## config.mk

```make
export PLATFORM = sky130hd
export DESIGN_NAME = keystroke_line_editor_flat
export DESIGN_NICKNAME = d
export VERILOG_FILES = /design/src/rtl/core/kle_pkg.sv /design/src/rtl/core/kle_if.sv /design/src/rtl/core/kle_ram.sv /design/src/rtl/core/keystroke_line_editor.sv /design/src/flat_wrapper.sv
export VERILOG_INCLUDE_DIRS = /design/src /design/src/rtl/core
export SDC_FILE = /design/constraint.sdc
export NUM_CORES = 2
export LEC_CHECK = 0
export BUFFER_PORTS_ARGS = -buffer_cell sky130_fd_sc_hd__buf_2
export CORE_MARGIN = 8
export CORE_UTILIZATION = 30
export CTS_CLUSTER_DIAMETER = 200
export DETAILED_ROUTE_END_ITERATION = 16
export GPL_TIMING_DRIVEN = 0
export PLACE_DENSITY = 0.48
export SYNTH_ARGS = -nofsm -noshare
export SYNTH_HDL_FRONTEND = slang
export SYNTH_SLANG_ARGS = --single-unit
```

## constraint.sdc

```tcl
create_clock -name clk_i -period 14.65 [get_ports clk_i]
set_input_delay 0.7325 -clock clk_i [delete_from_list [all_inputs] [get_ports clk_i]]
set_output_delay 0.7325 -clock clk_i [all_outputs]
set_load 0.05 [all_outputs]
```

## src/rtl/core/assert_macros.svh

```systemverilog
// Assertion helpers shared by the editor RTL.
`ifndef ASSERT_MACROS_SVH
`define ASSERT_MACROS_SVH

// Property must hold at every clock edge outside reset.
`define KLE_ASSERT(label, prop, msg) \
  label: assert property (@(posedge clk_i) disable iff (!rst_ni) (prop)) else $error(msg);

// Condition must never be seen outside reset.
`define KLE_ASSERT_NEVER(label, cond, msg) \
  label: assert property (@(posedge clk_i) disable iff (!rst_ni) !(cond)) else $error(msg);

`endif

```

## src/rtl/core/kle_pkg.sv

```systemverilog
package kle_pkg;

  typedef logic [7:0] byte_t;
  typedef logic [5:0] pos_t;

  // result event codes
  typedef enum logic [3:0] {
    EV_EDITED    = 4'd0,
    EV_LINE_BYTE = 4'd1,
    EV_LINE_END  = 4'd2,
    EV_CANCELED  = 4'd3,
    EV_END_INPUT = 4'd4,
    EV_HIST_PREV = 4'd5,
    EV_HIST_NEXT = 4'd6,
    EV_SEARCH    = 4'd7,
    EV_CLEAR     = 4'd8,
    EV_COMPLETE  = 4'd9
  } ev_e;

  // escape sequence tracker
  typedef enum logic [7:0] {
    PH_IDLE    = 8'b0000_0001,
    PH_ESC     = 8'b0000_0010,
    PH_CSI     = 8'b0000_0100,
    PH_SS3     = 8'b0000_1000,
    PH_D_HOME  = 8'b0001_0000,
    PH_D_DEL   = 8'b0010_0000,
    PH_D_END   = 8'b0100_0000,
    PH_D_OTHER = 8'b1000_0000
  } esc_e;

  // decoded editing command
  typedef enum logic [3:0] {
    CMD_NONE, CMD_LEFT, CMD_RIGHT, CMD_DEL_BACK, CMD_DEL_FWD, CMD_WORD_BACK,
    CMD_WORD_FWD, CMD_KILL_WBACK, CMD_KILL_WFWD, CMD_KILL_END, CMD_KILL_START,
    CMD_YANK, CMD_INSERT, CMD_TRANSPOSE, CMD_ENTER
  } cmd_e;

  // scan predicates
  typedef enum logic [1:0] {PR_CONT, PR_WS, PR_NWS} pred_e;

  // block copy flavors
  typedef enum logic [1:0] {CK_KILL, CK_SHDN, CK_SHUP, CK_FILL} cpy_e;

  // sequencer states
  typedef enum logic [14:0] {
    ST_IDLE     = 15'h0001,
    ST_DECODE   = 15'h0002,
    ST_SCAN_RD  = 15'h0004,
    ST_SCAN_EX  = 15'h0008,
    ST_POST     = 15'h0010,
    ST_CPY_RD   = 15'h0020,
    ST_CPY_WR   = 15'h0040,
    ST_WR_BYTE  = 15'h0080,
    ST_SW_RD1   = 15'h0100,
    ST_SW_RD2   = 15'h0200,
    ST_SW_WR1   = 15'h0400,
    ST_SW_WR2   = 15'h0800,
    ST_STRM_RD  = 15'h1000,
    ST_STRM_OUT = 15'h2000,
    ST_RESP     = 15'h4000
  } st_e;

  // control keys
  localparam byte_t KEY_CR     = 8'd13;
  localparam byte_t KEY_LF     = 8'd10;
  localparam byte_t KEY_CANCEL = 8'd3;
  localparam byte_t KEY_EOF    = 8'd4;
  localparam byte_t KEY_DEL    = 8'd127;
  localparam byte_t KEY_BS     = 8'd8;
  localparam byte_t KEY_BOL    = 8'd1;
  localparam byte_t KEY_END    = 8'd5;
  localparam byte_t KEY_LEFT   = 8'd2;
  localparam byte_t KEY_RIGHT  = 8'd6;
  localparam byte_t KEY_KEND   = 8'd11;
  localparam byte_t KEY_KSTART = 8'd21;
  localparam byte_t KEY_KWORD  = 8'd23;
  localparam byte_t KEY_YANK   = 8'd25;
  localparam byte_t KEY_TRANS  = 8'd20;
  localparam byte_t KEY_PREV   = 8'd16;
  localparam byte_t KEY_NEXT   = 8'd14;
  localparam byte_t KEY_SEARCH = 8'd18;
  localparam byte_t KEY_CLEAR  = 8'd12;
  localparam byte_t KEY_TAB    = 8'd9;
  localparam byte_t KEY_ESC    = 8'd27;
  localparam byte_t KEY_SPACE  = 8'd32;

  // sequence characters
  localparam byte_t CH_LBRACK = 8'h5B;
  localparam byte_t CH_O      = 8'h4F;
  localparam byte_t CH_B_LO   = 8'h62;
  localparam byte_t CH_F_LO   = 8'h66;
  localparam byte_t CH_D_LO   = 8'h64;
  localparam byte_t CH_0      = 8'h30;
  localparam byte_t CH_1      = 8'h31;
  localparam byte_t CH_3      = 8'h33;
  localparam byte_t CH_4      = 8'h34;
  localparam byte_t CH_7      = 8'h37;
  localparam byte_t CH_8      = 8'h38;
  localparam byte_t CH_9      = 8'h39;
  localparam byte_t CH_A      = 8'h41;
  localparam byte_t CH_B      = 8'h42;
  localparam byte_t CH_C      = 8'h43;
  localparam byte_t CH_D      = 8'h44;
  localparam byte_t CH_F      = 8'h46;
  localparam byte_t CH_H      = 8'h48;
  localparam byte_t CH_TILDE  = 8'h7E;
  localparam byte_t CH_QUEST  = 8'h3F;

  localparam byte_t UTF_MASK = 8'hC0;
  localparam byte_t UTF_CONT = 8'h80;

  function automatic logic is_ws(byte_t b);
    return (b == KEY_SPACE) || (b >= KEY_TAB && b <= KEY_CR);
  endfunction

  function automatic logic is_cont(byte_t b);
    return (b & UTF_MASK) == UTF_CONT;
  endfunction

  function automatic logic pred_hit(pred_e p, byte_t b);
    logic hit;
    unique case (p)
      PR_CONT: hit = is_cont(b);
      PR_WS:   hit = is_ws(b);
      PR_NWS:  hit = !is_ws(b);
      default: hit = 1'b0;
    endcase
    return hit;
  endfunction

endpackage

```

## src/rtl/core/kle_if.sv

```systemverilog
// Key byte channel
interface kle_in_if;
  import kle_pkg::*;
  logic  valid;
  logic  ready;
  byte_t in_byte;
  modport source (output valid, output in_byte, input ready);
  modport sink (input valid, input in_byte, output ready);
endinterface

// Result channel
interface kle_out_if;
  import kle_pkg::*;
  logic  valid;
  logic  ready;
  ev_e   event_res;
  byte_t data_byte;
  pos_t  cursor;
  pos_t  length;
  logic  overflow;
  logic  last;
  modport source (output valid, output event_res, output data_byte, output cursor,
                  output length, output overflow, output last, input ready);
  modport sink (input valid, input event_res, input data_byte, input cursor,
                input length, input overflow, input last, output ready);
endinterface

```

## src/rtl/core/kle_ram.sv

```systemverilog
module kle_ram #(
  parameter int DEPTH = 64,
  parameter int WIDTH = 8
) (
  input  logic                     clk_i,
  input  logic                     we_i,
  input  logic [$clog2(DEPTH)-1:0] waddr_i,
  input  logic [WIDTH-1:0]         wdata_i,
  input  logic                     re_i,
  input  logic [$clog2(DEPTH)-1:0] raddr_i,
  output logic [WIDTH-1:0]         rdata_o
);
  logic [WIDTH-1:0] mem_q [DEPTH];

  // one write port
  always_ff @(posedge clk_i) begin
    if (we_i) begin
      mem_q[waddr_i] <= wdata_i;
    end
  end

  // registered read, holds while re_i is low
  always_ff @(posedge clk_i) begin
    if (re_i) begin
      rdata_o <= mem_q[raddr_i];
    end
  end
endmodule

```

## src/rtl/core/keystroke_line_editor.sv

```systemverilog
// A key is accepted only while the sequencer is idle. Scans read the line buffer
//   one byte at a time; kills and yanks move one byte at a time, a read and then
//   a write, through the line and kill buffers.
// Enter gives each line byte as its own result, then the line end result.
// One key at a time; a finished result waits in the output register until taken,
// and the sequencer stalls when its next result finds it still waiting. Reset clears
// cursor, length, kill length and escape state; the buffers are not cleared.
`include "assert_macros.svh"

module keystroke_line_editor #(
  parameter int LINE_MAX = 63
) (
  input  logic          clk_i,
  input  logic          rst_ni,
  kle_in_if.sink        in_i,
  kle_out_if.source     res_o
);
  import kle_pkg::*;

  localparam int DEPTH = LINE_MAX + 1;
  localparam int AW = $clog2(DEPTH);
  localparam pos_t LMAX = pos_t'(LINE_MAX);
  localparam logic [6:0] LMAX7 = 7'(LINE_MAX);

  st_e   state_q, state_d;
  esc_e  esc_q, esc_d;
  cmd_e  cmd_q, cmd_d;
  ev_e   ev_q, ev_d;
  logic  ovf_q, ovf_d;
  byte_t byte_q, byte_d;
  pos_t  cur_q, cur_d, len_q, len_d, klen_q, klen_d;
  pos_t  p_q, p_d, lo_q, lo_d, hi_q, hi_d;
  pos_t  sa_q, sa_d, da_q, da_d, cnt_q, cnt_d, amt_q, amt_d;
  pred_e pred1_q, pred1_d, pred2_q, pred2_d;
  logic  dn_q, dn_d, two_q, two_d, second_q, second_d;
  logic  src_k_q, src_k_d, dst_k_q, dst_k_d;
  cpy_e  kind_q, kind_d;
  byte_t tmp_q, tmp_d;

  ev_e   oev_q, oev_d;
  byte_t odata_q, odata_d;
  pos_t  ocur_q, ocur_d, olen_q, olen_d;
  logic  oovf_q, oovf_d, olast_q, olast_d, ov_q, ov_d;

  // decode outputs
  cmd_e  cmd_c;
  ev_e   ev_c;
  esc_e  esc_c;
  logic  ovf_c, home_c, end_c, clr_c;
  pos_t  tpos_c;

  // memory ports
  logic  l_re, l_we, k_re, k_we;
  pos_t  l_raddr, l_waddr, k_raddr, k_waddr;
  byte_t l_wdata, k_wdata, l_rdata, k_rdata, cpy_data;

  logic  out_free, at_bound, scan_hit, in_strm;
  pred_e pred_cur;
  pos_t  scan_addr;

  assign out_free  = !ov_q || res_o.ready;
  assign pred_cur  = second_q ? pred2_q : pred1_q;
  assign at_bound  = dn_q ? (p_q == '0) : (p_q >= len_q);
  assign scan_addr = (dn_q && pred_cur != PR_CONT) ? p_q - 6'd1 : p_q;
  assign scan_hit  = pred_hit(pred_cur, l_rdata);
  assign cpy_data  = src_k_q ? k_rdata : l_rdata;
  assign in_strm   = (state_q == ST_STRM_RD) || (state_q == ST_STRM_OUT);

  // key and escape sequence decode
  always_comb begin
    cmd_c  = CMD_NONE;
    ev_c   = EV_EDITED;
    esc_c  = PH_IDLE;
    ovf_c  = 1'b0;
    home_c = 1'b0;
    end_c  = 1'b0;
    clr_c  = 1'b0;
    tpos_c = (cur_q == len_q) ? cur_q - 6'd1 : cur_q;
    if (esc_q != PH_IDLE) begin
      unique case (esc_q)
        PH_ESC: begin
          if (byte_q == CH_LBRACK) esc_c = PH_CSI;
          else if (byte_q == CH_O) esc_c = PH_SS3;
          else if (byte_q == CH_B_LO) cmd_c = CMD_WORD_BACK;
          else if (byte_q == CH_F_LO) cmd_c = CMD_WORD_FWD;
          else if (byte_q == CH_D_LO) cmd_c = CMD_KILL_WFWD;
        end
        PH_CSI: begin
          if (byte_q >= CH_0 && byte_q <= CH_9) begin
            if (byte_q == CH_1 || byte_q == CH_7) esc_c = PH_D_HOME;
            else if (byte_q == CH_3) esc_c = PH_D_DEL;
            else if (byte_q == CH_4 || byte_q == CH_8) esc_c = PH_D_END;
            else esc_c = PH_D_OTHER;
          end else if (byte_q == CH_A) ev_c = EV_HIST_PREV;
          else if (byte_q == CH_B) ev_c = EV_HIST_NEXT;
          else if (byte_q == CH_C) begin
            if (cur_q < len_q) cmd_c = CMD_RIGHT;
          end else if (byte_q == CH_D) begin
            if (cur_q != '0) cmd_c = CMD_LEFT;
          end else if (byte_q == CH_H) home_c = 1'b1;
          else if (byte_q == CH_F) end_c = 1'b1;
        end
        PH_SS3: begin
          if (byte_q == CH_H) home_c = 1'b1;
          else if (byte_q == CH_F) end_c = 1'b1;
        end
        default: begin
          if (byte_q == CH_TILDE) begin
            if (esc_q == PH_D_HOME) home_c = 1'b1;
            else if (esc_q == PH_D_END) end_c = 1'b1;
            else if (esc_q == PH_D_DEL && cur_q < len_q) cmd_c = CMD_DEL_FWD;
          end
        end
      endcase
    end else if (byte_q == KEY_CR || byte_q == KEY_LF) begin
      cmd_c = CMD_ENTER;
    end else begin
      unique case (byte_q)
        KEY_CANCEL: begin
          clr_c = 1'b1;
          ev_c  = EV_CANCELED;
        end
        KEY_EOF: begin
          if (len_q == '0) ev_c = EV_END_INPUT;
          else if (cur_q < len_q) cmd_c = CMD_DEL_FWD;
        end
        KEY_DEL, KEY_BS: if (cur_q != '0) cmd_c = CMD_DEL_BACK;
        KEY_BOL:    home_c = 1'b1;
        KEY_END:    end_c = 1'b1;
        KEY_LEFT:   if (cur_q != '0) cmd_c = CMD_LEFT;
        KEY_RIGHT:  if (cur_q < len_q) cmd_c = CMD_RIGHT;
        KEY_KEND:   if (cur_q < len_q) cmd_c = CMD_KILL_END;
        KEY_KSTART: if (cur_q != '0) cmd_c = CMD_KILL_START;
        KEY_KWORD:  cmd_c = CMD_KILL_WBACK;
        KEY_YANK: begin
          if (klen_q != '0) begin
            if (({1'b0, len_q} + {1'b0, klen_q}) > LMAX7) ovf_c = 1'b1;
            else cmd_c = CMD_YANK;
          end
        end
        KEY_TRANS: begin
          if (cur_q != '0 && len_q >= 6'd2 && tpos_c != '0) cmd_c = CMD_TRANSPOSE;
        end
        KEY_PREV:   ev_c = EV_HIST_PREV;
        KEY_NEXT:   ev_c = EV_HIST_NEXT;
        KEY_SEARCH: ev_c = EV_SEARCH;
        KEY_CLEAR:  ev_c = EV_CLEAR;
        KEY_TAB:    ev_c = EV_COMPLETE;
        KEY_ESC:    esc_c = PH_ESC;
        default: begin
          if (byte_q >= KEY_SPACE && byte_q < KEY_DEL) begin
            if (byte_q == CH_QUEST && cur_q == len_q) ev_c = EV_COMPLETE;
            else if (({1'b0, len_q} + 7'd1) > LMAX7) ovf_c = 1'b1;
            else cmd_c = CMD_INSERT;
          end
        end
      endcase
    end
  end

  // sequencer
  always_comb begin
    state_d = state_q; esc_d = esc_q; cmd_d = cmd_q; ev_d = ev_q; ovf_d = ovf_q;
    byte_d = byte_q; cur_d = cur_q; len_d = len_q; klen_d = klen_q;
    p_d = p_q; lo_d = lo_q; hi_d = hi_q; sa_d = sa_q; da_d = da_q;
    cnt_d = cnt_q; amt_d = amt_q; pred1_d = pred1_q; pred2_d = pred2_q;
    dn_d = dn_q; two_d = two_q; second_d = second_q;
    src_k_d = src_k_q; dst_k_d = dst_k_q; kind_d = kind_q; tmp_d = tmp_q;
    oev_d = oev_q; odata_d = odata_q; ocur_d = ocur_q; olen_d = olen_q;
    oovf_d = oovf_q; olast_d = olast_q;
    ov_d = ov_q && !res_o.ready;

    unique case (state_q)
      ST_IDLE: begin
        if (in_i.valid) begin
          byte_d  = in_i.in_byte;
          state_d = ST_DECODE;
        end
      end

      ST_DECODE: begin
        esc_d    = esc_c;
        ev_d     = ev_c;
        ovf_d    = ovf_c;
        cmd_d    = cmd_c;
        second_d = 1'b0;
        two_d    = 1'b0;
        if (home_c) cur_d = '0;
        if (end_c) cur_d = len_q;
        if (clr_c) begin
          cur_d = '0;
          len_d = '0;
        end
        unique case (cmd_c)
          CMD_LEFT, CMD_DEL_BACK: begin
            p_d = cur_q - 6'd1; dn_d = 1'b1; pred1_d = PR_CONT;
            state_d = ST_SCAN_RD;
          end
          CMD_RIGHT, CMD_DEL_FWD: begin
            p_d = cur_q + 6'd1; dn_d = 1'b0; pred1_d = PR_CONT;
            state_d = ST_SCAN_RD;
          end
          CMD_WORD_BACK, CMD_KILL_WBACK: begin
            p_d = cur_q; dn_d = 1'b1; pred1_d = PR_WS; pred2_d = PR_NWS; two_d = 1'b1;
            state_d = ST_SCAN_RD;
          end
          CMD_WORD_FWD: begin
            p_d = cur_q; dn_d = 1'b0; pred1_d = PR_NWS; pred2_d = PR_WS; two_d = 1'b1;
            state_d = ST_SCAN_RD;
          end
          CMD_KILL_WFWD: begin
            p_d = cur_q; dn_d = 1'b0; pred1_d = PR_WS; pred2_d = PR_NWS; two_d = 1'b1;
            state_d = ST_SCAN_RD;
          end
          CMD_KILL_END, CMD_KILL_START: state_d = ST_POST;
          CMD_YANK, CMD_INSERT: begin
            // open a gap at the cursor, moving the tail from its far end
            amt_d   = (cmd_c == CMD_YANK) ? klen_q : 6'd1;
            sa_d    = len_q - 6'd1;
            da_d    = len_q - 6'd1 + ((cmd_c == CMD_YANK) ? klen_q : 6'd1);
            cnt_d   = len_q - cur_q;
            dn_d    = 1'b1;
            src_k_d = 1'b0;
            dst_k_d = 1'b0;
            kind_d  = CK_SHUP;
            state_d = ST_CPY_RD;
          end
          CMD_TRANSPOSE: begin
            p_d = tpos_c;
            state_d = ST_SW_RD1;
          end
          CMD_ENTER: begin
            cnt_d = len_q; p_d = '0; cur_d = '0; len_d = '0;
            state_d = ST_STRM_RD;
          end
          default: state_d = ST_RESP;
        endcase
      end

      // scan: read one byte, then test it against the predicate
      ST_SCAN_RD: begin
        if (at_bound) begin
          if (two_q && !second_q) second_d = 1'b1;
          else state_d = ST_POST;
        end else begin
          state_d = ST_SCAN_EX;
        end
      end

      ST_SCAN_EX: begin
        if (scan_hit) begin
          p_d = dn_q ? p_q - 6'd1 : p_q + 6'd1;
          state_d = ST_SCAN_RD;
        end else if (two_q && !second_q) begin
          second_d = 1'b1;
          state_d = ST_SCAN_RD;
        end else begin
          state_d = ST_POST;
        end
      end

      // turn the scan result or cursor into a cut range, or move the cursor for plain moves
      ST_POST: begin
        state_d = ST_CPY_RD;
        dn_d    = 1'b0;
        src_k_d = 1'b0;
        unique case (cmd_q)
          CMD_DEL_BACK: begin
            lo_d = p_q; hi_d = cur_q; cur_d = p_q;
            dst_k_d = 1'b0; sa_d = cur_q; da_d = p_q; cnt_d = len_q - cur_q;
            kind_d = CK_SHDN;
          end
          CMD_DEL_FWD: begin
            lo_d = cur_q; hi_d = p_q;
            dst_k_d = 1'b0; sa_d = p_q; da_d = cur_q; cnt_d = len_q - p_q;
            kind_d = CK_SHDN;
          end
          CMD_KILL_WBACK: begin
            if (p_q == cur_q) state_d = ST_RESP;
            lo_d = p_q; hi_d = cur_q; cur_d = p_q;
            dst_k_d = 1'b1; sa_d = p_q; da_d = '0; cnt_d = cur_q - p_q;
            kind_d = CK_KILL;
          end
          CMD_KILL_WFWD: begin
            if (p_q == cur_q) state_d = ST_RESP;
            lo_d = cur_q; hi_d = p_q;
            dst_k_d = 1'b1; sa_d = cur_q; da_d = '0; cnt_d = p_q - cur_q;
            kind_d = CK_KILL;
          end
          CMD_KILL_END: begin
            lo_d = cur_q; hi_d = len_q;
            dst_k_d = 1'b1; sa_d = cur_q; da_d = '0; cnt_d = len_q - cur_q;
            kind_d = CK_KILL;
          end
          CMD_KILL_START: begin
            lo_d = '0; hi_d = cur_q; cur_d = '0;
            dst_k_d = 1'b1; sa_d = '0; da_d = '0; cnt_d = cur_q;
            kind_d = CK_KILL;
          end
          default: begin
            // plain cursor moves
            cur_d = p_q;
            state_d = ST_RESP;
          end
        endcase
      end

      // block copy: read one byte, then write it
      ST_CPY_RD: begin
        if (cnt_q != '0) begin
          state_d = ST_CPY_WR;
        end else begin
          unique case (kind_q)
            CK_KILL: begin
              klen_d = hi_q - lo_q;
              src_k_d = 1'b0; dst_k_d = 1'b0; dn_d = 1'b0;
              sa_d = hi_q; da_d = lo_q; cnt_d = len_q - hi_q;
              kind_d = CK_SHDN;
            end
            CK_SHDN: begin
              len_d = len_q - (hi_q - lo_q);
              state_d = ST_RESP;
            end
            CK_SHUP: begin
              if (cmd_q == CMD_INSERT) begin
                state_d = ST_WR_BYTE;
              end else begin
                src_k_d = 1'b1; dst_k_d = 1'b0; dn_d = 1'b0;
                sa_d = '0; da_d = cur_q; cnt_d = amt_q;
                kind_d = CK_FILL;
              end
            end
            default: begin
              len_d = len_q + amt_q;
              cur_d = cur_q + amt_q;
              state_d = ST_RESP;
            end
          endcase
        end
      end

      ST_CPY_WR: begin
        sa_d  = dn_q ? sa_q - 6'd1 : sa_q + 6'd1;
        da_d  = dn_q ? da_q - 6'd1 : da_q + 6'd1;
        cnt_d = cnt_q - 6'd1;
        state_d = ST_CPY_RD;
      end

      ST_WR_BYTE: begin
        len_d = len_q + 6'd1;
        cur_d = cur_q + 6'd1;
        state_d = ST_RESP;
      end

      // transpose: read both bytes, write them back crossed
      ST_SW_RD1: state_d = ST_SW_RD2;
      ST_SW_RD2: begin
        tmp_d = l_rdata;
        state_d = ST_SW_WR1;
      end
      ST_SW_WR1: state_d = ST_SW_WR2;
      ST_SW_WR2: begin
        if (cur_q < len_q) cur_d = cur_q + 6'd1;
        state_d = ST_RESP;
      end

      // enter: stream the saved line, one byte per result
      ST_STRM_RD: begin
        if (p_q == cnt_q) begin
          ev_d = EV_LINE_END;
          state_d = ST_RESP;
        end else begin
          state_d = ST_STRM_OUT;
        end
      end

      ST_STRM_OUT: begin
        if (out_free) begin
          ov_d = 1'b1; oev_d = EV_LINE_BYTE; odata_d = l_rdata;
          ocur_d = cur_q; olen_d = len_q; oovf_d = 1'b0; olast_d = 1'b0;
          p_d = p_q + 6'd1;
          state_d = ST_STRM_RD;
        end
      end

      ST_RESP: begin
        if (out_free) begin
          ov_d = 1'b1; oev_d = ev_q; odata_d = '0;
          ocur_d = cur_q; olen_d = len_q; oovf_d = ovf_q; olast_d = 1'b1;
          state_d = ST_IDLE;
        end
      end

      default: state_d = ST_IDLE;
    endcase
  end

  // buffer port control
  always_comb begin
    l_re = 1'b0; l_raddr = sa_q; l_we = 1'b0; l_waddr = da_q; l_wdata = cpy_data;
    k_re = 1'b0; k_raddr = sa_q; k_we = 1'b0; k_waddr = da_q; k_wdata = l_rdata;
    unique case (state_q)
      ST_SCAN_RD: begin
        l_re = !at_bound;
        l_raddr = scan_addr;
      end
      ST_CPY_RD: begin
        l_re = (cnt_q != '0) && !src_k_q;
        k_re = (cnt_q != '0) && src_k_q;
      end
      ST_CPY_WR: begin
        l_we = !dst_k_q;
        k_we = dst_k_q;
      end
      ST_WR_BYTE: begin
        l_we = 1'b1; l_waddr = cur_q; l_wdata = byte_q;
      end
      ST_SW_RD1: begin
        l_re = 1'b1; l_raddr = p_q;
      end
      ST_SW_RD2: begin
        l_re = 1'b1; l_raddr = p_q - 6'd1;
      end
      ST_SW_WR1: begin
        l_we = 1'b1; l_waddr = p_q; l_wdata = l_rdata;
      end
      ST_SW_WR2: begin
        l_we = 1'b1; l_waddr = p_q - 6'd1; l_wdata = tmp_q;
      end
      ST_STRM_RD: begin
        l_re = (p_q != cnt_q); l_raddr = p_q;
      end
      default: begin
        l_re = 1'b0;
      end
    endcase
  end

  // control state
  always_ff @(posedge clk_i or negedge rst_ni) begin
    if (!rst_ni) begin
      state_q <= ST_IDLE;
      esc_q   <= PH_IDLE;
      cur_q   <= '0;
      len_q   <= '0;
      klen_q  <= '0;
      ov_q    <= 1'b0;
    end else begin
      state_q <= state_d;
      esc_q   <= esc_d;
      cur_q   <= cur_d;
      len_q   <= len_d;
      klen_q  <= klen_d;
      ov_q    <= ov_d;
    end
  end

  // working and payload registers
  always_ff @(posedge clk_i) begin
    cmd_q <= cmd_d; ev_q <= ev_d; ovf_q <= ovf_d; byte_q <= byte_d;
    p_q <= p_d; lo_q <= lo_d; hi_q <= hi_d; sa_q <= sa_d; da_q <= da_d;
    cnt_q <= cnt_d; amt_q <= amt_d; pred1_q <= pred1_d; pred2_q <= pred2_d;
    dn_q <= dn_d; two_q <= two_d; second_q <= second_d;
    src_k_q <= src_k_d; dst_k_q <= dst_k_d; kind_q <= kind_d; tmp_q <= tmp_d;
    oev_q <= oev_d; odata_q <= odata_d; ocur_q <= ocur_d; olen_q <= olen_d;
    oovf_q <= oovf_d; olast_q <= olast_d;
  end

  kle_ram #(.DEPTH(DEPTH), .WIDTH(8)) u_line (
    .clk_i   (clk_i),
    .we_i    (l_we),
    .waddr_i (l_waddr[AW-1:0]),
    .wdata_i (l_wdata),
    .re_i    (l_re),
    .raddr_i (l_raddr[AW-1:0]),
    .rdata_o (l_rdata)
  );

  kle_ram #(.DEPTH(DEPTH), .WIDTH(8)) u_kill (
    .clk_i   (clk_i),
    .we_i    (k_we),
    .waddr_i (k_waddr[AW-1:0]),
    .wdata_i (k_wdata),
    .re_i    (k_re),
    .raddr_i (k_raddr[AW-1:0]),
    .rdata_o (k_rdata)
  );

  assign in_i.ready      = (state_q == ST_IDLE);
  assign res_o.valid     = ov_q;
  assign res_o.event_res = oev_q;
  assign res_o.data_byte = odata_q;
  assign res_o.cursor    = ocur_q;
  assign res_o.length    = olen_q;
  assign res_o.overflow  = oovf_q;
  assign res_o.last      = olast_q;

  `KLE_ASSERT(a_cur_in_line, cur_q <= len_q, "cursor beyond line end")
  `KLE_ASSERT(a_len_max, len_q <= LMAX, "line length above limit")
  `KLE_ASSERT(a_klen_max, klen_q <= LMAX, "kill length above limit")
  `KLE_ASSERT_NEVER(a_strm_empty, in_strm && (len_q != '0), "line kept while streaming")
endmodule
```

## src/flat_wrapper.sv

```systemverilog
// flat-port wrapper written by rule: the top's interface ports become plain ports
module keystroke_line_editor_flat import kle_pkg::*;
#(
  parameter int LINE_MAX = 63
)
  (clk_i, rst_ni, in_i_valid, in_i_in_byte, in_i_ready, res_o_valid, res_o_event_res, res_o_data_byte, res_o_cursor, res_o_length, res_o_overflow, res_o_last, res_o_ready);
  kle_in_if in_i_i ();
  kle_out_if res_o_i ();
  input  logic clk_i;
  input  logic rst_ni;
  input wire logic [$bits(in_i_i.valid)-1:0] in_i_valid;
  input wire logic [$bits(in_i_i.in_byte)-1:0] in_i_in_byte;
  output wire logic [$bits(in_i_i.ready)-1:0] in_i_ready;
  output wire logic [$bits(res_o_i.valid)-1:0] res_o_valid;
  output wire logic [$bits(res_o_i.event_res)-1:0] res_o_event_res;
  output wire logic [$bits(res_o_i.data_byte)-1:0] res_o_data_byte;
  output wire logic [$bits(res_o_i.cursor)-1:0] res_o_cursor;
  output wire logic [$bits(res_o_i.length)-1:0] res_o_length;
  output wire logic [$bits(res_o_i.overflow)-1:0] res_o_overflow;
  output wire logic [$bits(res_o_i.last)-1:0] res_o_last;
  input wire logic [$bits(res_o_i.ready)-1:0] res_o_ready;
  assign in_i_i.valid = in_i_valid;
  assign in_i_i.in_byte = in_i_in_byte;
  assign in_i_ready = in_i_i.ready;
  assign res_o_valid = res_o_i.valid;
  assign res_o_event_res = res_o_i.event_res;
  assign res_o_data_byte = res_o_i.data_byte;
  assign res_o_cursor = res_o_i.cursor;
  assign res_o_length = res_o_i.length;
  assign res_o_overflow = res_o_i.overflow;
  assign res_o_last = res_o_i.last;
  assign res_o_i.ready = res_o_ready;
  keystroke_line_editor #(.LINE_MAX(LINE_MAX)) u_core (.clk_i(clk_i), .rst_ni(rst_ni), .in_i(in_i_i), .res_o(res_o_i));
endmodule
```

=== Yosys cells after proc, flatten, opt, wreduce, memory -nomap -nowiden ===
Memories as Yosys holds them, arrays and structs flattened. A register that Yosys moved wholly into a read port is not among the register bits.
Cells that the tools add are included.

* Add/subtract/negate cells: 23
* Multiply operators: 0
* Div/mod/pow operators: 0
* Order comparisons: 11
* Equality and inequality tests: 119
* Shift-type cells: 0
* Mux-type cells: 200
* Bitwise logic cells: 1
* Reductions and logical operators: 99

{| class="wikitable"
|+ Operator list
! kind !! count
|-
| $pmux W15 S14 || 1
|-
| $mux W6 || 26
|-
| $mux W15 || 10
|-
| $pmux W6 S3 || 8
|-
| $mux W4 || 35
|-
| $eq A8 B7 Y1 const B || 14
|-
| $pmux W6 S5 || 3
|-
| $mux W8 || 10
|-
| $pmux W15 S5 || 1
|-
| $pmux W6 S2 || 6
|-
| $pmux W6 S4 || 3
|-
| $eq A8 B4 Y1 const B || 8
|-
| $eq A8 B5 Y1 const B || 8
|-
| $eq A8 B6 Y1 const B || 8
|-
| $pmux W15 S2 || 2
|-
| $mux W1 || 54
|-
| $eq A4 B4 Y1 const B || 11
|-
| $sub A6 B6 Y6 || 7
|-
| $pmux W4 S10 || 1
|-
| $reduce_and A6 Y1 || 6
|-
| $sub A6 B1 Y6 const B || 6
|-
| $reduce_or A2 Y1 || 17
|-
| $eq A8 B3 Y1 const B || 4
|-
| $pmux W4 S8 || 1
|-
| 82 further kinds || 203
|}

* Flip-flop bits (word level): 146
* Latch bits: 0
* Bits in writable memories: 1,024
* Bits in read-only memories: 0
* Bits of input ports: 12
* Output and inout port bits: 28
* Logic and storage cells: 487
* Memories: 2

{| class="wikitable"
|+ Memory list
! name !! depth !! width !! rd ports !! clocked after Yosys merged registers in !! write ports !! RTL line !! RTL
|-
| u_core.u_kill.mem_q || 64 || 8 || 1 || 1 || 1 || kle_ram.sv:13 || <nowiki>logic [WIDTH-1:0] mem_q [DEPTH];</nowiki>
|-
| u_core.u_line.mem_q || 64 || 8 || 1 || 1 || 1 || kle_ram.sv:13 ||
|}

=== Longest topological paths before layout ===
* Word-level depth: 14
* Mapped depth: 21
* Mapped depth without buffers: 20

=== By module ===
A second synthesis with hierarchy kept.

* Cells, all modules: 3,352
* Area total of the unflattened synthesis: 53,000.8 µm²

{| class="wikitable"
|+ By module, submodules not included
! module !! instances !! cells each !! area each (µm²) !! sequential area each (µm²)
|-
| kle_ram || 2 || 972 || 20,270.7 || 15,615.0
|-
| keystroke_line_editor || 1 || 1,408 || 12,459.4 || 4,176.5
|}

=== Worst setup path before layout ===
OpenSTA, ideal clock, no wires.

* Path type: reg-to-reg
* Start: register u_core.state_q[10]
* End: memory u_core.u_line.mem_q[0][0], data pin
* Setup time: 702 ps
* Arrival: 4,749 ps
* Data required time: 13,948 ps
* Path slack: 9,199 ps
* Stages on the path, launching flop included: 9
* Buffers on the path: 3
* Clock period less this slack: 5,451 ps
* Path through: dfrtp_1 nor4_1 and4_1 clkbuf_1 and4b_1 clkbuf_1 buf_1 a221oi_1 o21ai_0

* Word-level cells in the longest chain between the ends: 2
* Elaborated cells between the ends (all ways): 4
* Classes of those cells: eq/ne (3); mux (1)

{| class="wikitable"
|+ Ends and longest elaborated chain
! element !! RTL line !! RTL
|-
| start, declared || keystroke_line_editor.sv:25 || <nowiki>st_e state_q, state_d;</nowiki>
|-
| start signal, assigned || keystroke_line_editor.sv:449 || <nowiki>state_q <= state_d;</nowiki>
|-
| $eq A15 B12 Y1, or another cell as far along || keystroke_line_editor.sv:402 || <nowiki>unique case (state_q)</nowiki>
|-
| $pmux W8 S3 (*) || keystroke_line_editor.sv:402 ||
|-
| via u_core.l_wdata[0] || keystroke_line_editor.sv:55 || <nowiki>byte_t l_wdata, k_wdata, l_rdata, k_rdata, cpy_data;</nowiki>
|-
| end, declared || kle_ram.sv:13 ||
|}

The timed path passes the listed nets; every way through them passes the cells marked *.

=== Worst setup path in the final report ===
* Start: register u_core.cur_q[5]
* End: register u_core.da_q[5], data pin

* Word-level cells in the longest chain between the ends: 14
* Elaborated cells between the ends (all ways): 42
* Classes of those cells: add/sub (2); order compare (1); eq/ne (2); mux (31); reduce/logical (6)

{| class="wikitable"
|+ Ends and longest elaborated chain
! element !! RTL line !! RTL
|-
| start, declared || keystroke_line_editor.sv:31 || <nowiki>pos_t cur_q, cur_d, len_q, len_d, klen_q, klen_d;</nowiki>
|-
| start signal, assigned || keystroke_line_editor.sv:451 || <nowiki>cur_q <= cur_d;</nowiki>
|-
| parallel branches: the longest is 13 deep, another holds $sub A6 B1 Y6 || n/a ||
|-
| $pmux W6 S4 (*) || keystroke_line_editor.sv:173 || <nowiki>unique case (state_q)</nowiki>
|-
| via u_core.da_d[5] || keystroke_line_editor.sv:33 || <nowiki>pos_t sa_q, sa_d, da_q, da_d, cnt_q, cnt_d, amt_q, amt_d;</nowiki>
|-
| end signal, assigned || keystroke_line_editor.sv:461 || <nowiki>p_q <= p_d; lo_q <= lo_d; hi_q <= hi_d; sa_q <= sa_d; da_q <= da_d;</nowiki>
|-
| end, declared || keystroke_line_editor.sv:33 ||
|}

Mark *: on every way through the listed nets, which the timed path passes. The select of a mux whose other input is x is not followed.
A chain may end at the register's enable or synchronous reset.

==> flow_metrics.env <==
export IMPL_slew_violations=0
export IMPL_grt_pass1_vias=34616
export IMPL_grt_overflow=0
export IMPL_min_from="in_i_in_byte[1]"
export IMPL_slew_headroom_pct=11.5
export IMPL_postCtsSetupBuffers=0
export IMPL_status="finished, final reports clean"
export IMPL_required_ps=15170
export IMPL_grt_max_degree=43
export IMPL_critPathMaxFanout=10
export IMPL_gp_congestion=0.903
export IMPL_via_per_inst=5.34
export IMPL_cp_num_cells=20
export IMPL_cts_clk_slew_worst_paths_ps=60
export IMPL_cts_hold_buffers=0
export IMPL_hold_class="input pin to flop"
export IMPL_clock_fmax_mhz=145
export IMPL_start_util_pct=30.1
export IMPL_cts_buffers_inserted=136
export IMPL_ys_types=104
export IMPL_clock_skew_ps=40.7
export IMPL_crit_start="u_core.cur_q[5]$_DFFE_PN0P_"
export IMPL_antenna_found_initial=3
export IMPL_final_area_mm2=0.0622
export IMPL_drt_total_wl_mm=170
export IMPL_powerDensity_mw_per_mm2=150
export IMPL_io_pins=40
export IMPL_leakage_nw=20.6
export IMPL_cts_tree="built"
export IMPL_rsz0062_at_grt="no"
export IMPL_dpl_cell_area_mm2=0.0579
export IMPL_r2r_start="u_core.cur_q[5]$_DFFE_PN0P_"
export IMPL_synth_edf_count=1144
export IMPL_critPathTopFamily="compound AO/OA/AOI/OAI gates"
export IMPL_dp_cells=6286
export IMPL_nNetsFinal=4165
export IMPL_synth_flop_cell="edfxtp_1"
export IMPL_core_mm2=0.178
export IMPL_dr_first_iter_drc_count=3726
export IMPL_cts_repair_resized=0
export IMPL_async_flop_share_pct=3.54
export IMPL_yosysWarnings=0
export IMPL_worst_setup_path_type="flop to flop"
export IMPL_min_period_over_period_pct=47.2
export IMPL_drtPass1Iterations=9
export IMPL_die_area_mm2=0.193
export IMPL_syn_area_mm2=0.0537
export IMPL_layout_cells_non_filler=6539
export IMPL_clk_latency_ps=780
export IMPL_die_w_um=439
export IMPL_ys_seq_area_share_pct=65.9
export IMPL_ys_ff_latch=1186
export IMPL_r2r_cells=20
export IMPL_vdd_drop_max_mv=0.0988
export IMPL_tns_ps=0
export IMPL_rows=155
export IMPL_hold_violations=0
export IMPL_hold_path_cell_count=1
export IMPL_drv_cap=0
export IMPL_drive_gt1_share_pct=13.0
export IMPL_htree_num_levels=4
export IMPL_syn_inst=3853
export IMPL_die_y_um=439
export IMPL_cp_data_arrival_time_ps=7440
export IMPL_syn_avg_cell_area_um2=13.9
export IMPL_drcViolationCount=0
export IMPL_critPathMaxStageDelay_ps=710
export IMPL_port_buffers=39
export IMPL_cts_root_buf="clkbuf_16"
export IMPL_dr_total_vias=34937
export IMPL_worstSetupEndpointType="flop"
export IMPL_wl_per_cell_um=26.0
export IMPL_crit_chain="clkbuf_1 -> clkbuf_1 -> inv_1 -> ha_1 -> nand2_1 -> nor2_1 -> a41oi_1 -> o31ai_4 -> a31oi_2 -> a2111oi_4 -> and2_1 -> ha_1 -> a21o_1 -> a21oi_1 -> o21bai_1 -> a21oi_1 -> xor2_1 -> xnor2_1 -> nor3_1 -> a211o_1"
export IMPL_cts_buffer_depth=3
export IMPL_startpoint_type="flop"
export IMPL_tightest_slew_ps=1320
export IMPL_cp_slowest_cell="clkbuf_1"
export IMPL_area_growth_pct=15.8
export IMPL_synth_fp_nets=3949
export IMPL_hpwl_mm=121
export IMPL_cp_num_buf_inv=3
export IMPL_grtUsageTotal_pct=17.2
export IMPL_cts_sinks=1186
export IMPL_grt_pass1_wl_mm=247
export IMPL_post_route_min_period_ps=6910
export IMPL_setup_viol=0
export IMPL_ant_nets=0
export IMPL_holdWs_ps=143
-- routing by layer --
| metal | vias up | wire (um) | track usage [%] |
|---|---|---|---|
| li1 | 15450 | - | - |
| met1 | 17904 | 76000 | 24.4 |
| met2 | 1323 | 79100 | 27.6 |
| met3 | 260 | 10200 | 2.54 |
| met4 | 0 | 4790 | 4.95 |
| met5 | - | 0 | 0 |
-- cell usage after synthesis (8+ instances only) --
cell | instances | share of area (%)
nand3b_1 | 12 | 0.17
o31ai_1 | 10 | 0.14
clkbuf_1 | 143 | 1.0
xor2_1 | 40 | 0.65
nand2_1 | 474 | 3.3
a21o_1 | 33 | 0.46
and2_1 | 40 | 0.47
a22o_1 | 9 | 0.15
a31oi_1 | 70 | 0.82
mux4_2 | 168 | 7.0
mux2i_1 | 38 | 0.71
o211ai_1 | 19 | 0.27
a21oi_1 | 127 | 1.2
dfrtp_1 | 40 | 1.9
a32oi_1 | 38 | 0.62
nor4_1 | 13 | 0.15
buf_1 | 35 | 0.24
o21a_1 | 9 | 0.13
nand3_1 | 211 | 2.0
a222oi_1 | 8 | 0.15
o22ai_1 | 16 | 0.19
and3_1 | 47 | 0.55
ha_1 | 72 | 1.7
a221o_1 | 11 | 0.21
a211oi_1 | 31 | 0.43
edfxtp_1 | 1144 | 64
a221oi_1 | 52 | 0.85
nor2_1 | 280 | 2.0
fa_1 | 12 | 0.45
nor2b_1 | 19 | 0.22
and2_0 | 10 | 0.12
o21bai_1 | 9 | 0.13
o21ai_0 | 100 | 0.93
and4_1 | 9 | 0.15
nand4_1 | 52 | 0.61
nand2b_1 | 28 | 0.33
nand4b_1 | 9 | 0.15
xnor2_1 | 54 | 0.88
inv_1 | 57 | 0.40
a22oi_1 | 17 | 0.24
nor3_1 | 57 | 0.53
a21boi_0 | 24 | 0.34
mux2_2 | 10 | 0.21
buf_2 | 43 | 0.40
nor3b_1 | 16 | 0.22
-- path summary, 6_finish.rpt --
path | to | slack [ps]
max reg2reg | u_core.da_q[5]$_DFFE_PP_ | 7740
max in group asynchronous | u_core.state_q[14]$_DFFE_PN0P_ | 13640
max | u_core.da_q[5]$_DFFE_PP_ | 7740
min | u_core.byte_q[1]$_DFFE_PP_ | 140
min in group asynchronous | u_core.len_q[3]$_DFFE_PN0P_ | 210
min reg2reg | u_core.res_o.cursor[5]$_DFFE_PP_ | 470
-- report_power, final --
part | internal [mW] | switching, mW | total [mW]
combinational | 0.634 | 1.41 | 2.05
sequential | 3.89 | 0.0658 | 3.95
clock | 1.85 | 1.45 | 3.30
total | 6.37 | 2.93 | 9.30
-- logic make-up (layout without fill, tap and decap cells) --
logic type / count (synthesis) / in the layout / share of synthesized area, %
DFF: 1186 / 1186 / 65.9
muxes: 216 / 216 / 7.96
xor gates and xnor gates: 94 / 94 / 1.53
AOI/OAI and AO/OA: 650 / 650 / 8.44
other: 0 / 2 / 0
and+or+nand+nor: 1332 / 1332 / 11.8
buffers and inverters: 290 / 619 / 2.17
adders and majority gates: 85 / 85 / 2.14
-- layout by cell type, fill, tap and decap left out, drive strengths merged, types with 62 or more instances in the layout --
master / netlist / final
buf: 84 / 162
clkinv: 2 / 62
a31oi: 72 / 72
ha: 72 / 72
edfxtp: 1144 / 1144
o21ai: 105 / 105
a21oi: 130 / 130
nand2: 474 / 474
nor2: 280 / 280
inv: 61 / 71
clkbuf: 143 / 314
nand3: 212 / 212
mux4: 168 / 168
-- flip-flops by register name, indices dropped and copies added (netlist names), 6 cells and up --
register                count
u_core.amt_q                6
u_core.p_q                  6
u_core.cnt_q                6
u_core.res_o.cursor         6
u_core.byte_q               8
u_core.k_raddr              6
u_core.da_q                 6
u_core.len_q                6
u_core.u_kill.mem_q       512
u_core.tmp_q                8
u_core.res_o.length         6
u_core.cur_q                6
u_core.state_q             15
u_core.klen_q               6
u_core.u_line.mem_q       512
u_core.lo_q                 6
u_core.hi_q                 6
u_core.esc_q                8
u_core.u_line.rdata_o       8
u_core.u_kill.rdata_o       8
u_core.res_o.data_byte      8
-- area by class of cell --
cell class	count	area (um^2)
repair buffers	78	1130
inverters	63	238
fillers	17182	116000
clock inverters	80	732
plain buffers	227	928
well taps	2355	2950
clock buffers	171	3580
diodes	2	5.00
flip-flops and latches	1186	35400
multi-input cells	2377	17200
-- worst reg2reg max path, cell delays in order, from the launching register on --
cell and delay, ps:
dfrtp_1 360, clkbuf_1 540, clkbuf_1 720, inv_1 360, ha_1 450, nand2_1 90, nor2_1 430, a41oi_1 270
o31ai_4 390, a31oi_2 280, a2111oi_4 650, and2_1 370, ha_1 270, a21o_1 170, a21oi_1 220, o21bai_1 100
a21oi_1 190, xor2_1 100, xnor2_1 320, nor3_1 100, a211o_1 300
-- metrics by stage --
stage	total power, mW	worst slack, ps	util (%)
after floorplan	5.26	9200	-
after global placement	6.02	3070	31.9
after detailed placement	6.04	7820	32.5
after CTS	9.35	7800	34.9
after global routing	9.63	7390	34.9
final	9.30	7740	34.9
Note: power is estimated with default switching activity, not from simulation.
